$ cat src/rtl/tcoa_pkg.sv
`timescale 1ns / 1ps
`default_nettype none
// ----------------------------------------------------------------------------
// tcoa_pkg
// Shared constants, types and register codes of the overlap-add block.
// ----------------------------------------------------------------------------
package tcoa_pkg;

   // Sizing limits
   localparam int MAX_TAPS      = 32;
   localparam int MAX_CHANNELS  = 256;
   localparam int MAX_POSITIONS = 65536;

   // Counter and limit widths
   localparam int TAP_W  = $clog2(MAX_TAPS);
   localparam int CHAN_W = $clog2(MAX_CHANNELS);
   localparam int POS_W  = $clog2(MAX_POSITIONS);
   localparam int K_W    = $clog2(MAX_TAPS + 1);
   localparam int NC_W   = $clog2(MAX_CHANNELS + 1);
   localparam int NP_W   = $clog2(MAX_POSITIONS + 1);

   // Overlap store: one row of tap slots per channel
   localparam int ADDR_W     = CHAN_W + TAP_W;
   localparam int STORE_DEPTH = 2 ** ADDR_W;

   // Field widths
   localparam int SAMPLE_W = 24;
   localparam int SUM_W    = 29;
   localparam int OCHAN_W  = 8;
   localparam int IDX_W    = 21;

   // Configuration register widths
   localparam int TAPS_REG_W      = 6;
   localparam int STRIDE_REG_W    = 6;
   localparam int CHANNELS_REG_W  = 9;
   localparam int POSITIONS_REG_W = 17;
   localparam int CSR_IDX_W       = 2;
   localparam int CSR_DATA_W      = 17;

   // Register reset values
   localparam logic [TAPS_REG_W-1:0]      TAPS_RST      = TAPS_REG_W'(16);
   localparam logic [STRIDE_REG_W-1:0]    STRIDE_RST    = STRIDE_REG_W'(8);
   localparam logic [CHANNELS_REG_W-1:0]  CHANNELS_RST  = CHANNELS_REG_W'(128);
   localparam logic [POSITIONS_REG_W-1:0] POSITIONS_RST = POSITIONS_REG_W'(275);

   // Register indexes
   typedef enum logic [CSR_IDX_W-1:0] {
      CSR_TAPS      = 2'd0,
      CSR_STRIDE    = 2'd1,
      CSR_CHANNELS  = 2'd2,
      CSR_POSITIONS = 2'd3
   } csr_index_type;

   // Clamped transform limits
   typedef struct packed {
      logic [K_W-1:0]  k;
      logic [K_W-1:0]  s;
      logic [NC_W-1:0] nc;
      logic [NP_W-1:0] np;
   } lim_type;

endpackage

`default_nettype wire

$ cat src/rtl/tcoa_cfg.sv
`timescale 1ns / 1ps
`default_nettype none
// ----------------------------------------------------------------------------
// tcoa_cfg
// Configuration registers and their clamping into transform limits.
// ----------------------------------------------------------------------------
module tcoa_cfg (
   input  logic                            clock,
   input  logic                            reset,
   input  logic                            csr_we,
   input  logic [tcoa_pkg::CSR_IDX_W-1:0]  csr_index,
   input  logic [tcoa_pkg::CSR_DATA_W-1:0] csr_wdata,
   output tcoa_pkg::lim_type               lim
);
   import tcoa_pkg::*;

   logic [TAPS_REG_W-1:0]      taps_ff;
   logic [STRIDE_REG_W-1:0]    stride_ff;
   logic [CHANNELS_REG_W-1:0]  channels_ff;
   logic [POSITIONS_REG_W-1:0] positions_ff;
   logic [K_W-1:0]             k;

   // Register writes
   always_ff @(posedge clock) begin
      if (reset) begin
         taps_ff      <= TAPS_RST;
         stride_ff    <= STRIDE_RST;
         channels_ff  <= CHANNELS_RST;
         positions_ff <= POSITIONS_RST;
      end else if (csr_we) begin
         case (csr_index)
            CSR_TAPS:      taps_ff      <= csr_wdata[TAPS_REG_W-1:0];
            CSR_STRIDE:    stride_ff    <= csr_wdata[STRIDE_REG_W-1:0];
            CSR_CHANNELS:  channels_ff  <= csr_wdata[CHANNELS_REG_W-1:0];
            CSR_POSITIONS: positions_ff <= csr_wdata[POSITIONS_REG_W-1:0];
            default: begin
            end
         endcase
      end
   end

   // Clamp each register into its legal range; stride is bounded by taps
   always_comb begin
      if (taps_ff == '0) begin
         k = K_W'(1);
      end else if (32'(taps_ff) > 32'(MAX_TAPS)) begin
         k = K_W'(MAX_TAPS);
      end else begin
         k = K_W'(taps_ff);
      end
      lim.k = k;

      if (stride_ff == '0) begin
         lim.s = K_W'(1);
      end else if (32'(stride_ff) > 32'(k)) begin
         lim.s = k;
      end else begin
         lim.s = K_W'(stride_ff);
      end

      if (channels_ff == '0) begin
         lim.nc = NC_W'(1);
      end else if (32'(channels_ff) > 32'(MAX_CHANNELS)) begin
         lim.nc = NC_W'(MAX_CHANNELS);
      end else begin
         lim.nc = NC_W'(channels_ff);
      end

      if (positions_ff == '0) begin
         lim.np = NP_W'(1);
      end else if (32'(positions_ff) > 32'(MAX_POSITIONS)) begin
         lim.np = NP_W'(MAX_POSITIONS);
      end else begin
         lim.np = NP_W'(positions_ff);
      end
   end

endmodule

`default_nettype wire

$ cat config.mk
export PLATFORM = sky130hd
export DESIGN_NAME = tcoa_cfg
export DESIGN_NICKNAME = d
export VERILOG_FILES = /design/src/rtl/tcoa_pkg.sv /design/src/rtl/tcoa_cfg.sv
export SDC_FILE = /design/constraint.sdc
export NUM_CORES = 1
export LEC_CHECK = 0
export ABC_AREA = 1
export BUFFER_PORTS_ARGS = -buffer_cell sky130_fd_sc_hd__clkbuf_2
export CAP_MARGIN = 20
export CORE_MARGIN = 1
export CORE_UTILIZATION = 45
export CTS_BUF_LIST = sky130_fd_sc_hd__clkbuf_8
export DETAILED_ROUTE_END_ITERATION = 7
export MAX_ROUTING_LAYER = met4
export PLACE_DENSITY_LB_ADDON = 0.15
export SLEW_MARGIN = 20
export SYNTH_ARGS = -nofsm -noshare
export SYNTH_HDL_FRONTEND = slang
export SYNTH_SLANG_ARGS = --single-unit
$ cat constraint.sdc
create_clock -name clock -period 1.8 [get_ports clock]
set_input_delay 0.09 -clock clock [delete_from_list [all_inputs] [get_ports clock]]
set_output_delay 0.09 -clock clock [all_outputs]
set_load 0.01 [all_outputs]
# Word level (Yosys, flattened, before mapping)
# Index checks and enable logic that the tools add are counted.
# W data, S select, Z words.
# word_totals
regBits,38
input_bits,22
out_inout_bits,38
word_cells,28
# classes
order_cmp,4
n_eq_ne,3
mux,8
reduce_logical,9
# op_table
operator,n
$mux W17,2
$mux W6,4
$mux W9,2
$gt A17 B17 Y1 const B,1
$logic_not A17 Y1,1
$logic_not A6 Y1,2
$gt A9 B9 Y1 const B,1
$logic_not A9 Y1,1
$reduce_and A2 Y1,4
$gt A6 B6 Y1,1
$gt A6 B6 Y1 const B,1
$eq A2 B2 Y1 const B,2
$eq A2 B1 Y1 const B,1
$logic_not A2 Y1,1

# Logic depth before layout (Yosys ltp)
# depth
word_depth,6
mapped_depth,13
depth_no_buf,12

# Worst setup path after synthesis
# Ideal clock, no wire load.
# synth_timing
kind,register to output
startpoint,register taps_ff[0]
endpoint,output port lim[28] in the netlist's numbering
arrival_ns,1.783
slack_ns,-0.073
path_stages_with_launch,14
cell_sequence,dfxtp_1 -> nor2_1 -> nand3_1 -> o21ai_0 -> ha_1 -> inv_1 -> nand2_1 -> nand2_1 -> nand2_1 -> nand3_1 -> buf_4 -> nand3_1 -> nand2_1 -> nor2_1
# synth_lines
element,line,text
from (decl),tcoa_cfg.sv:17,logic [TAPS_REG_W-1:0] taps_ff;
from (signal assigned),tcoa_cfg.sv:32,CSR_TAPS: taps_ff <= csr_wdata[TAPS_REG_W-1:0];
to (decl),tcoa_cfg.sv:13,output tcoa_pkg::lim_type lim

==> results.ini <==
[drt]
initialDrtViolationCount = 98
drc = 0
first_pass_iters = 4
wl_mm = 4.92
viasPerCell = 5.02
vias = 1992
drtAntennaViolNets = 0
wl_per_cell_um = 12.4

[synthesis]
synthCells = 280
yosysSeqAreaShare_pct = 39.0
yosysTopAreaCell = dfxtp_1
synth_top_family_by_area = simple AND/OR/NAND/NOR gates
synth_compound_area_share_pct = 20.1
syn-mean-instance-area_um2 = 6.97
synth_most_common_cell = inv_1
synth-simple-area-share_pct = 23.1
synth_edf_count = 0
synthAdderAreaFrac_pct = 3.85
synth-xor-area-share_pct = 0
synth.distinct_cells = 21
synthesis.nets = 308
synth_common_cells = inv_1 (43), a21oi_1 (39), dfxtp_1 (38)
synth_area_leaders = dfxtp_1 (39%), a21oi_1 (10%), inv_1 (8.3%)
yosys.area.top_type_share_pct = 39.0
synthMuxAreaShare_pct = 0
syn_area_um2 = 1950
ys.flop_type = dfxtp_1
yosysWarnings = 0
async_flop_share_pct = 0
ys_ff_latch = 38

[final_layout]
syn2layout_area_growth_pct = 32.3
final_layout_size_suffix_gt1_share_pct = 37.5
diodes = 0
nets = 374
final_cells = 397

[sta]
finalSetupViolCount = 6
hold_viol = 0
fin_ws_ns = -0.282
max_freq_mhz = 480
rsz0062_at_grt = true
finalCritPeriodShare_pct = 116
tns_ns = -1.55
timing.slew.headroom_pct = 71.3
final_max_slew_viol_count = 0
fin_skew_ns = 0
worst_pin_slew_ns = 0.428
period_needed_ns = 2.08

[critical_path]
rr_worst_depth = 3
path_max_fanout = 6
rrSetupSlack_ns = 0.98
crit_start = taps_ff[4]
reg2reg_to = taps_ff[5]
arrival_ns = 1.99
crit-reg2reg-launch = taps_ff[5]
critPathLaunchType = flip-flop
crit_path_end_kind = output pin
criticalPathCategory = reg2out
cp.required_ns = 1.71

[power]
power_density_nw_per_um2 = 816
power_leakage_nw = 1.23
ir_drop_mv = 0.549

[clocking]
cts_buffers = 5
root_buffer = clkbuf_8
cts_tree = done
clock_sinks = 38
h-tree-depth = 2
clockBufferDepth = 2
clkSlewWorstSetupHoldPaths_ns = 0.08
insertion_delay_ns = 0.29

[die]
design.core.area_um2 = 4090
die_x_um = 67.8
start_util_pct = 47.7
num_rows = 23
die_area_um2 = 4600
ioPinCount = 60
die_height_um = 67.8

[grt]
grt_max_degree = 28
grt_pass1_wl_mm = 7.51
antenna_found_initial = 0
overflow = 0
grt_pass1_vias = 1612
grtUsageTotal_pct = 22.9

[min_path]
hold_path_end = channels_ff[7]
hp-class = in2reg
hp-start = csr_wdata[7]
hold-path-cell-count = 3

[status]
status = finished, violations left
failed_checks = setup timing

[placed_design]
dp_cells = 385
dp_hpwl_mm = 3.50
gp_congestion = 0.877
numPortBuffers = 59

[flow_run]
drv_cap = 0

-- stage by stage --
| step | total power, mW | area, um2 | setup slack [ns] | hold slack, ns | utilization [%] |
|---|---|---|---|---|---|
| global route | 2.21 | 2580 | -0.437 | 0.0360 | 63.1 |
| floorplan | 1.20 | 1950 | 0.0573 | 0.190 | - |
| global placement | 1.36 | 2300 | -0.00301 | 0.323 | 56.4 |
| detailed placement | 1.36 | 2300 | -0.0276 | 0.335 | 56.4 |
| finish | 2.11 | 2580 | -0.282 | 0.0399 | 63.1 |
| CTS | 2.07 | 2480 | -0.247 | 0.0377 | 60.7 |
-- sequential cells by signal (all words and copies together), names as in the netlist --
register and cells:
channels_ff 9, positions_ff 17, taps_ff 6, stride_ff 6
-- cell type report --
cell class,instances,area [um2]
clock buffers,5,68.8
clock inverters,3,37.5
fillers,397,1510
inverters,49,189
multi-input cells,180,1040
flip-flops and latches,38,768
well taps,50,62.6
repair buffers,72,417
-- per-layer routing --
layer / GRT usage, % / share of wire [%] / up-vias
met5: - / 0 / -
met1: 31.3 / 49 / 894
met4: 8.07 / 1.1 / 0
met2: 33.9 / 45 / 59
met3: 4.00 / 5.0 / 6
li1: - / - / 1033
-- power by group --
part           switching [mW]  total, mW  internal (mW)
combinational           0.295      0.505          0.210
sequential             0.0238      0.909          0.885
clock                   0.289      0.692          0.403
total                   0.609       2.11           1.50
-- critical path, stage by stage, from the launching register on --
cell and delay [ns]:
dfxtp_2 0.33, nor2_2 0.11, nand3_2 0.11, nand2_2 0.10, nand2_4 0.06, ha_4 0.21, nand2_2 0.05, nand2_2 0.05
nand2_2 0.08, nand3_4 0.08, buf_6 0.15, nand3_1 0.07, nand2_1 0.05, nor2_1 0.09, buf_2 0.13
-- layout by cell type, fill, tap and decap left out, types with 7 or more instances in the layout --
cell,n
nand3_1,11
a21oi_1,39
clkbuf_2,54
nor2_1,27
nand2_2,9
buf_4,9
inv_2,7
dfxtp_1,34
nand4_1,7
nand2_1,19
o21ai_0,26
nor2_2,14
inv_1,42
-- kinds of logic after synthesis --
| kind of cell | count (synthesis) |
|---|---|
| DFF | 38 |
| buffers and inverters | 62 |
| and+or+nand+nor | 98 |
| AOI/OAI and AO/OA | 76 |
| adders and majority gates | 6 |
-- what timing repair did --
action / CTS / global route
hold buffers: 0 / 0
buffers inserted: 1 / 2
endpoints found under the setup margin: 6 / 18
gates resized for setup: 20 / 27
pin swaps: 9 / 13
cloned: 1 / 0
-- worst max-delay path by stage --
stage          slack, ns       to  depth (start not counted)
6_report           -0.28  lim[27]                         14
5_1_grt            -0.44  lim[29]                         14
4_1_cts            -0.25  lim[28]                         14
3_5_place_dp       -0.03  lim[28]                         14
3_3_place_gp      -0.003  lim[29]                         14
2_1_floorplan       0.06  lim[28]                         10
(Power assumes the default switching activity.)
