==> src/rtl/tcoa_ram.sv <==
`timescale 1ns / 1ps
`default_nettype none
// ----------------------------------------------------------------------------
// tcoa_ram
// Generic single-write, single-read RAM with registered read data.
// A read of the address written in the same cycle returns the old data.
// ----------------------------------------------------------------------------
module tcoa_ram #(
   parameter int WIDTH = 8,
   parameter int DEPTH = 16
) (
   input  logic                     clock,
   input  logic                     wr_en,
   input  logic [$clog2(DEPTH)-1:0] wr_addr,
   input  logic [WIDTH-1:0]         wr_data,
   input  logic                     rd_en,
   input  logic [$clog2(DEPTH)-1:0] rd_addr,
   output logic [WIDTH-1:0]         rd_data
);

   logic [WIDTH-1:0] mem_ff [DEPTH];
   logic [WIDTH-1:0] rd_data_ff;

   // Write port
   always_ff @(posedge clock) begin
      if (wr_en) begin
         mem_ff[wr_addr] <= wr_data;
      end
   end

   // Registered read, held while not enabled
   always_ff @(posedge clock) begin
      if (rd_en) begin
         rd_data_ff <= mem_ff[rd_addr];
      end
   end

   assign rd_data = rd_data_ff;

endmodule

`default_nettype wire

==> config.mk <==
export PLATFORM = sky130hd
export DESIGN_NAME = tcoa_ram
export DESIGN_NICKNAME = d
export VERILOG_FILES = /design/src/rtl/tcoa_ram.sv
export SDC_FILE = /design/constraint.sdc
export NUM_CORES = 1
export LEC_CHECK = 0
export BUFFER_PORTS_ARGS = -buffer_cell sky130_fd_sc_hd__clkbuf_2
export CORE_MARGIN = 2
export CORE_UTILIZATION = 50
export DETAILED_ROUTE_END_ITERATION = 7
export PLACE_DENSITY = 0.74
export SYNTH_ARGS = -nofsm -noshare
export SYNTH_HDL_FRONTEND = slang
export SYNTH_SLANG_ARGS = --single-unit
export TNS_END_PERCENT = 10
==> constraint.sdc <==
create_clock -name clock -period 2.85 [get_ports clock]
set_clock_uncertainty 0.2 [all_clocks]
set_input_delay 0.285 -clock clock [delete_from_list [all_inputs] [get_ports clock]]
set_output_delay 0.285 -clock clock [all_outputs]
set_load 0.005 [all_outputs]
=== After elaboration in Yosys (flattened, before gate mapping) ===
Memory sizes are Yosys's and may differ from the RTL's. A register that Yosys moved wholly into a read port is not among the register bits.
Index checks and enable logic that the tools add are counted.

* Muxes and demuxes: 2

{| class="wikitable"
|+ Operator list
! cell !! count
|-
| $mux W1 || 2
|}

* Flip-flop bits (word level): 0
* Bits in writable memories: 128
* Input bits: 19
* Output and inout bits: 8
* Word-level logic and storage cells: 3
* Memories kept: 1

{| class="wikitable"
|+ Memory list
! name !! depth !! width !! rd ports !! clocked after memory_dff !! wr ports !! line !! source
|-
| mem_ff || 16 || 8 || 1 || 1 || 1 || 21 || <nowiki>logic [WIDTH-1:0] mem_ff [DEPTH];</nowiki>
|}

=== Depth between registers and ports, before layout ===
Gate-level depths: netlist of run 1.

* Word-level depth: 2
* Mapped depth: 5
* Mapped depth without buffers: 3

=== Least setup slack after synthesis of run 1 ===
OpenSTA, ideal clock, no wires.

* Kind: input port to flip-flop
* Start: input port wr_addr[2]
* End: memory mem_ff[0][0], enable pin
* Library setup time: 383 ps
* Arrival time: 1395 ps
* Required time: 2267 ps
* Slack: 872 ps
* Stages: 2
* Path buffers: 0
* Cells stage by stage: or3b_2 > nor3_1

{| class="wikitable"
|+ RTL lines
! element !! line !! source
|-
| from (decl) || 14 || <nowiki>input logic [$clog2(DEPTH)-1:0] wr_addr,</nowiki>
|-
| to (decl) || 21 ||
|}

No word-level cell before the write port.

==> metrics, run 1 <==
outcome finished, violations left; failing checks negative hold slack; CP delay by family, top multiplexers; Via density 5.700; Worst Reg-to-Reg Cells 3; RSZ-0062 raised after global routing false; Layout Utilization approximately three fifths; vias approximately 2500; port buffer count 26; wirelength, routed approximately 9.9 mm; initial antenna violation count 0; max-cap viol count 0; Power Density about 740 nW/um2; Fin. Hold Viols 13; VDD IR-drop max 0.0005520 V; vias in the first global route ~2600; ant diodes 0; Initial Util between 50 and 60%; Die Area 11290 um2; Clock Tree Root clkbuf_8; drt first-iter violations approximately 190; core area 10230 um2; Resize count post-CTS 0; Post-Place Cell Area around 5600 um2; CTS clock-pin slew for the worst setup and hold paths ~0.06 ns; DRT Pass-1 Iters 4; CTS tree built; overall power approximately 4.6 mW; crit path time final 1.679 ns; WL per Instance between 20 and 25 um; number of routed nets with antenna violations 0; fillers 698; startpoint types register; Switching Share between 20% and 30%; syn avg cell area roughly 23 um2; Final HPWL DP ~6.2 mm; Setup-failing EPs final 0; post-route design area slightly above 6000 um2; Residual DRC 0; Worst setup EP type register; Hold Path Class in -> reg; Placer Congestion 0.7468; period utilization 58.91%; post-synthesis sequential area ratio ~78%; clock sink count about 140; P_int about 3.7 mW; largest net degree at the start of global routing 33; static leakage 2.102 nW; slowest stage cell, crit path mux4_1; Layout Nets 304; Syn Inst Count ~230; critical path required time slightly below 3 ns; Chip Height ~110 um; WP buf/inv 0; FP Rows 37; total CTS buffers 17; layout cells sized above 1 a little under a third; grt ovf 0; Syn. warnings 0; clock power share between 40% and 50%; Ports 27; CP Depth 3; sequential share of power between 40% and 50%; GRT Total Usage between 15 and 20%; worst hold slack -0.004854 ns; crit-path max cell delay 0.57 ns; NetSw roughly 940 uW; H-Tree Level Count 4; combinational share of power 4.4%; first-pass GRT wire length roughly 15 mm; Clk Latency, worst-skew pair about 0.53 ns; die width between 100 and 150 um; maximum clock frequency approximately 600 MHz; critical setup path kind reg -> reg; WHS Path Cells 1; maximum net fanout on the critical path 1; Post-CTS Setup Inserts 0; setup_tns 0 ns; slew margin rel. 47.16%; Synth Cell Area about 5200 um2; number of synthesized register bits between 100 and 150; arrival time worst endpoint about 1.8 ns; Syn-to-layout area delta 18.91%; Slew Viols, Final 0; crit path cell chain mux4_1 -> a22oi_1 -> nand2_1; syn_nets ~250; worst slew pin tran between 0.7 and 0.8 ns; clk buf depth 2; Yosys cell types 18
==> power groups by stage <==
stage	Sequential [mW]	Combinational [mW]	Clock [mW]
floorplan	2.30	0.114	0
global route	2.27	0.225	2.25
global placement	2.31	0.195	0
CTS	2.27	0.208	2.17
finish	2.27	0.205	2.15
detailed placement	2.31	0.200	0
==> sequential cells by signal (all words and copies together), names as in the netlist <==
register  count
mem_ff      128
rd_data       8
==> final cells by class <==
type                       count  area (um2)  area share (%)
tap                          136       170.2           2.738
clock inverter                15       177.7           2.858
sequential                   136        4084           65.70
clock buffer                  17       414.1           6.663
multi-input combinational     83        1057           17.01
timing repair buffer          47       312.8           5.032
==> final timing paths <==
path	startpoint	slack (ns)	end
worst max-delay path	mem_ff[5][3]	1.17	rd_data[3]
worst min-delay path	wr_data[4]	-0.005	mem_ff[0][4]
worst max register to register	mem_ff[5][3]	1.17	rd_data[3]
worst min register to register	mem_ff[12][3]	0.55	rd_data[3]
==> cells by family after synthesis <==
family,count (synthesis),synth area share [%]
multiplexers,32,14.79
AO/OA/AOI/OAI,16,2.298
flip-flops,136,78.12
AND/OR/NAND/NOR,35,3.136
buffers and inverters,10,1.651
==> placed cells by master (no fill, tap or decap), drive strengths merged <==
cell type    count
a22oi           16
and2             1
and2b            1
buf             16
bufinv           3
clkbuf          43
clkinv           6
clkinvlp         4
dlygate4sd3      5
edfxtp         136
inv              2
mux4            32
nand2            9
nand2b           2
nand3            1
nand3b           2
nor2            13
nor2b            1
nor3             4
or3b             1
==> layer usage <==
metal  track usage [%]  part of all wire, %  vias up
met5                 0                    0        -
met4             8.741                  1.6        0
met3             3.985                  5.5       12
met2             31.23                   52       86
met1             26.12                   41     1280
li1                  -                    -     1096
==> per-stage QoR <==
step	setup slack, ns	cells
after floorplan	0.8721	229
after global placement	0.7807	397
after detailed placement	0.7828	397
after CTS	1.158	434
after global routing	1.105	434
final	1.171	434
==> Yosys cell counts (all sizes together) <==
cell type,n,area share [%]
a22oi,16,2.3
nand2b,2,0.24
nor2b,1,0.12
nand3b,2,0.29
or3b,1,0.17
clkdlybuf4s25,3,0.57
and2,1,0.12
mux4,32,15
buf,7,1.1
nor3,4,0.38
nand3,1,0.096
nor2,13,0.93
edfxtp,136,78
nand2,9,0.65
and2b,1,0.14
==> what timing repair did <==
action / 4_1_cts / 5_1_grt
hold buffers: 5 / 0
endpoints found under the setup margin: 0 / 0
endpoints found under the hold margin: 66 / 0
Power figures use the tool's default switching activity.
==> run 2: changes to the inputs <==
- ABC_AREA: not set -> 1
- clock period: 2.85 -> 1.6 ns (I/O delays scaled with it)
==> run 2 against run 1 <==
Net effect: the flow still finishes with violations (negative hold slack); global-route usage grew 2.4 points; critical path depth shrank 2; non-clock buffer count grew 9; die area grew 11%; worst hold slack gained 0.0045 ns; synthesized cell count grew 140%; sequential cell count is the same; first-iteration DRC count grew 100%; critical endpoint is now rd_data[1]; setup slack lost 0.90 ns; wire length grew 31%; clock power grew 85%.
==> metrics, run 2 <==
max-cap viol count 0; arrival time worst endpoint 0.97 ns; Post-synth top cells nand2_1 (173), edfxtp_1 (136), inv_1 (100); Syn-to-layout area delta 17.63%; port buffer count 26; outcome finished, violations left; Slew Viols, Final 0; VDD IR-drop max about 0.00086 V; Yosys top cell area share 69.85%; RSZ-0062 raised after global routing false; Worst setup EP type output pin; Chip Height between 100 and 150 um; Reg area 4084 um2; failing checks negative hold slack; most common cell after layout, fill and taps aside nand2_1; Post-Layout Cell Count about 760; Area contributors post-synth edfxtp_1 (70%), nand2_1 (11%), nand3_1 (8.3%); Yosys cell types 11; critical setup path kind reg -> out; FP Rows 39; post-synthesis sequential area ratio around 70%; H-Tree Level Count 4; # placed instances ~730; Setup-failing EPs final 0; max reg flops around 130; CP delay by family, top flip-flops; GRT Total Usage between 20% and 30%; maximum net fanout on the critical path 1; total CTS buffers 17; DRT Pass-1 Iters 5; Async S/R FF share, synth 0%; Clk Latency, worst-skew pair 0.41 ns; fillers between 800 and 900; crit-path max cell delay around 0.43 ns; number of routed nets with antenna violations 0; layout cells sized above 1 between 10% and 20%; Fin. Hold Viols 2; CTS clock-pin slew for the worst setup and hold paths 0.05 ns; crit path time final about 1.3 ns; syn_nets 570; Worst Min Path Start wr_data[1]; wirelength, routed between 10 and 15 mm; initial antenna violation count 0; Post-synth EDFFs ~140; drt first-iter violations 381; Post-synth top flop edfxtp_1; critical path required time around 1.2 ns; core area 11420 um2; reg2reg start mem_ff[1][6]; Die Area between 10000 and 15000 um2; crit path cell chain clkbuf_2; slew margin rel. slightly below 70%; first-pass GRT wire length 20.56 mm; worst hold slack -0.0003930 ns; Reg with most FFs mem_ff; Placer Congestion just over 0.9; Via density 5.240; most area-hungry cell type in the Yosys netlist edfxtp_1; Power Density between 1000 and 1500 nW/um2; Worst setup startpoint rd_data[1]; WP buf/inv 1; largest net degree at the start of global routing 33; ant diodes 0; worst slew pin tran roughly 0.47 ns; Resize count post-CTS 0; Clock Tree Root clkbuf_16; CTS tree built; setup_tns 0 ns; Residual DRC 0; Syn. warnings 0; maximum clock frequency roughly 750 MHz; syn avg cell area approximately 11 um2; clock sink count approximately 140; slowest stage cell, crit path edfxtp_1; period utilization between 80% and 90%; Hold Path Class in -> reg; area occupied by multi-input gates 1214 um2; Layout Nets 621; WL per Instance around 17 um; Syn Inst Count between 500 and 600; clk buf depth 2; Initial Util about half; most frequent cells in the layout nand2_1 (173), edfxtp_1 (136), inv_1 (100); static leakage ~3.0 nW; die width roughly 110 um; grt ovf 0; number of synthesized register bits 136; Synth Cell Area ~5800 um2; cell with the most instances after synthesis nand2_1; vias in the first global route roughly 4000; startpoint types register; Final HPWL DP 8.170 mm; vias slightly below 4000; Ports 27
## run 2: cell count changes after synthesis, sizes merged, moves of 16 or more
cell and change:
inv +102, nand2 +164, buf +17, a22oi -16
nand3 +96, mux4 -32
## run 2: cells by family (layout without fill, tap and decap cells)
kind of cell	after synthesis	after routing	synth area share (%)
buffers and inverters	126	190	9.394
and+or+nand+nor	289	289	20.76
DFF	136	136	69.85
## run 2: layout make-up
| class | count | share of cell area [%] |
|---|---|---|
| clock inverters | 14 | 2.638 |
| well taps | 143 | 2.601 |
| multi-input cells | 289 | 17.65 |
| inverters | 102 | 5.567 |
| repair buffers | 56 | 5.931 |
| clock buffers | 18 | 6.240 |
| flip-flops and latches | 136 | 59.38 |
## run 2: worst paths after layout
| path | end | slack (ns) | cells after the start |
|---|---|---|---|
| hold / removal | mem_ff[4][1] | -0.0004 | 1 |
| hold reg to reg | rd_data[1] | 0.57 | 6 |
| setup / recovery | rd_data[1] | 0.27 | 1 |
| setup reg to reg | rd_data[6] | 0.27 | 6 |
## run 2: routing by layer
layer / track usage [%] / vias up / share of wire, %
met3: 6.479 / 30 / 8.2
met2: 33.65 / 186 / 47
met5: 0 / - / 0
met4: 10.57 / 0 / 3.4
li1: - / 1884 / -
met1: 28.79 / 1872 / 41
## run 2: per-stage QoR
| step | power [mW] | area (um2) | setup WS, ns | hold WS, ns | util, % |
|---|---|---|---|---|---|
| 2_1_floorplan | 4.389 | 5847 | 0.2892 | 0.05887 | - |
| 3_3_place_gp | 4.593 | 6257 | 0.03987 | 0.3638 | 54.80 |
| 3_5_place_dp | 4.609 | 6257 | 0.01649 | 0.3614 | 54.80 |
| 4_1_cts | 8.562 | 6878 | 0.2551 | 0.004502 | 60.23 |
| 5_1_grt | 8.760 | 6878 | 0.1809 | 0.01734 | 60.23 |
| 6_report | 8.521 | 6878 | 0.2688 | -0.0003930 | 60.23 |
## run 2: power breakdown
group	internal, mW	switching [mW]
Sequential	4.02	0.0247
Combinational	0.162	0.346
Clock	2.58	1.39
Total	6.76	1.76
## run 2: repair_timing
| action | 4_1_cts | 5_1_grt |
|---|---|---|
| buffers inserted | 0 | 0 |
| endpoints found under the hold margin | 8 | 0 |
| hold buffers | 1 | 0 |
==> run 3: changes to the inputs <==
- PLACE_DENSITY: 0.74 -> 0.77
- clock period: 1.6 -> 1.2 ns (I/O delays scaled with it)
==> run 3 against run 2 <==
Net effect: the flow finishes with violations (negative setup slack); via count up 3.9%; setup slack got worse by 0.41 ns; global-route usage rose by 1.4 points; cell count grew 0.66%; first-iteration DRC count fell by 11%; sequential power rose by 33%; cell area grew 4.5%; worst hold slack gained 0.018 ns; largest power group is now clock.
==> metrics, run 3 (synthesized netlist as in run 2, its figures left out) <==
outcome finished, violations left; failing checks negative setup slack; Worst Min Path Start wr_data[4]; Ports 27; Hold Path End mem_ff[1][4]; port buffer count 26; Post-CTS Setup Inserts 0; static leakage 3.138 nW; Placer Congestion 0.9125; slew margin rel. between 70% and 80%; Post-Place Cell Area ~6300 um2; Worst R2R Setup Slack -0.14 ns; crit path cell chain inv_2 -> nand2_1 -> nand3_2 -> nand3_2 -> nand3_2 -> nand2_1; Worst setup EP type register; Post-Layout Cell Count around 760; max reg flops roughly 130; arrival time worst endpoint approximately 1.3 ns; Setup Slack @ Placement -0.3927 ns; overall power ~12 mW; startpoint types register; CTS tree built; total CTS buffers 17; setup_tns -1.084 ns; ant diodes 0; most frequent CP cell nand3_2; Fin. Hold Viols 0; crit-path max cell delay slightly above 0.4 ns; Via density between 5 and 6; final worst slack -0.1397 ns; area occupied by multi-input gates 1421 um2; Slew Viols, Final 0; H-Tree Level Count 4; Hold Path Class in -> reg; Syn-to-layout area delta 22.98%; most frequent cells in the layout nand2_1 (170), edfxtp_1 (136), inv_1 (99); max-cap viol count 0; number of routed nets with antenna violations 0; maximum clock frequency roughly 750 MHz; FP Rows 39; Initial Util 51.21%; DRT Pass-1 Iters 8; Power Density ~1700 nW/um2; Reg with most FFs mem_ff; drt first-iter violations roughly 340; # placed instances 730; RSZ-0062 raised after global routing true; clock sink count about 140; wirelength, routed around 14 mm; Reg area between 4000 and 5000 um2; Residual DRC 0; period utilization 111.6%; crit path time final between 1 and 1.5 ns; layout cells sized above 1 between 20% and 30%; most common cell after layout, fill and taps aside nand2_1; reg2reg start mem_ff[5][6]; CTS clock-pin slew for the worst setup and hold paths 0.06 ns; core area 11420 um2; worst hold slack around 0.018 ns; critical setup path kind reg -> reg; largest net degree at the start of global routing 40; VDD IR-drop max 0.001031 V; vias in the first global route around 4200; Die Area 12570 um2; maximum net fanout on the critical path 1; Layout Utilization 62.97%; Setup-failing EPs final 16; die width around 110 um; first-pass GRT wire length between 20 and 25 mm; WHS Path Cells 1; Worst Reg-to-Reg Cells 6; Clock Tree Root clkbuf_16; Clk Latency, worst-skew pair ~0.41 ns; vias approximately 4100; Layout Nets 627; end of the worst register-to-register path rd_data[6]; initial antenna violation count 0; Final HPWL DP 8.490 mm; fillers just over 800; Worst setup startpoint mem_ff[5][6]; WL per Instance around 18 um; GRT Total Usage 23.25%; Chip Height roughly 110 um; slowest stage cell, crit path edfxtp_1; worst slew pin tran 0.4387 ns; critical path required time ~1.2 ns; post-route design area between 7000 and 8000 um2; grt ovf 0; clk buf depth 2
-- run 3: worst max path at each step --
stage,end,slack (ns)
floorplan,mem_ff[4][0],-0.07
detailed placement,rd_data[7],-0.39
CTS,rd_data[6],-0.09
finish,rd_data[6],-0.14
global route,rd_data[7],-0.20
global placement,rd_data[7],-0.35
-- run 3: final cells by class --
type                    instances  area share [%]
flip-flops and latches        136           56.79
multi-input cells             289           19.77
repair buffers                 62           6.508
clock buffers                  18           5.968
inverters                     102           5.325
clock inverters                13           3.149
well taps                     143           2.488
-- run 3: where the power goes --
part / internal [mW] / switching [mW]
Sequential: 5.35 / 0.0346
Combinational: 0.255 / 0.520
Clock: 3.88 / 1.91
-- run 3: worst max-delay path: cells and delay by family (launching register included) --
kind	cells	cell delay [ns]
simple gates	5	0.39
flops	1	0.41
buf+inv	1	0.09
-- run 3: what timing repair did --
item | CTS | global route
pin swaps | 20 | 4
hold buffers | 2 | 0
endpoints found under the hold margin | 10 | 0
setup endpoints to repair | 16 | 16
resized for setup | 27 | 17
-- run 3: per-layer routing --
layer  part of all wire, %  vias up  wire, um  global-route usage, %
met2                    51      214      7193                  39.20
li1                      -     1892         -                      -
met5                     0        -         0                      0
met3                   7.5       36      1059                  4.806
met4                   3.2        0       456                  9.756
met1                    38     1986      5404                  29.50
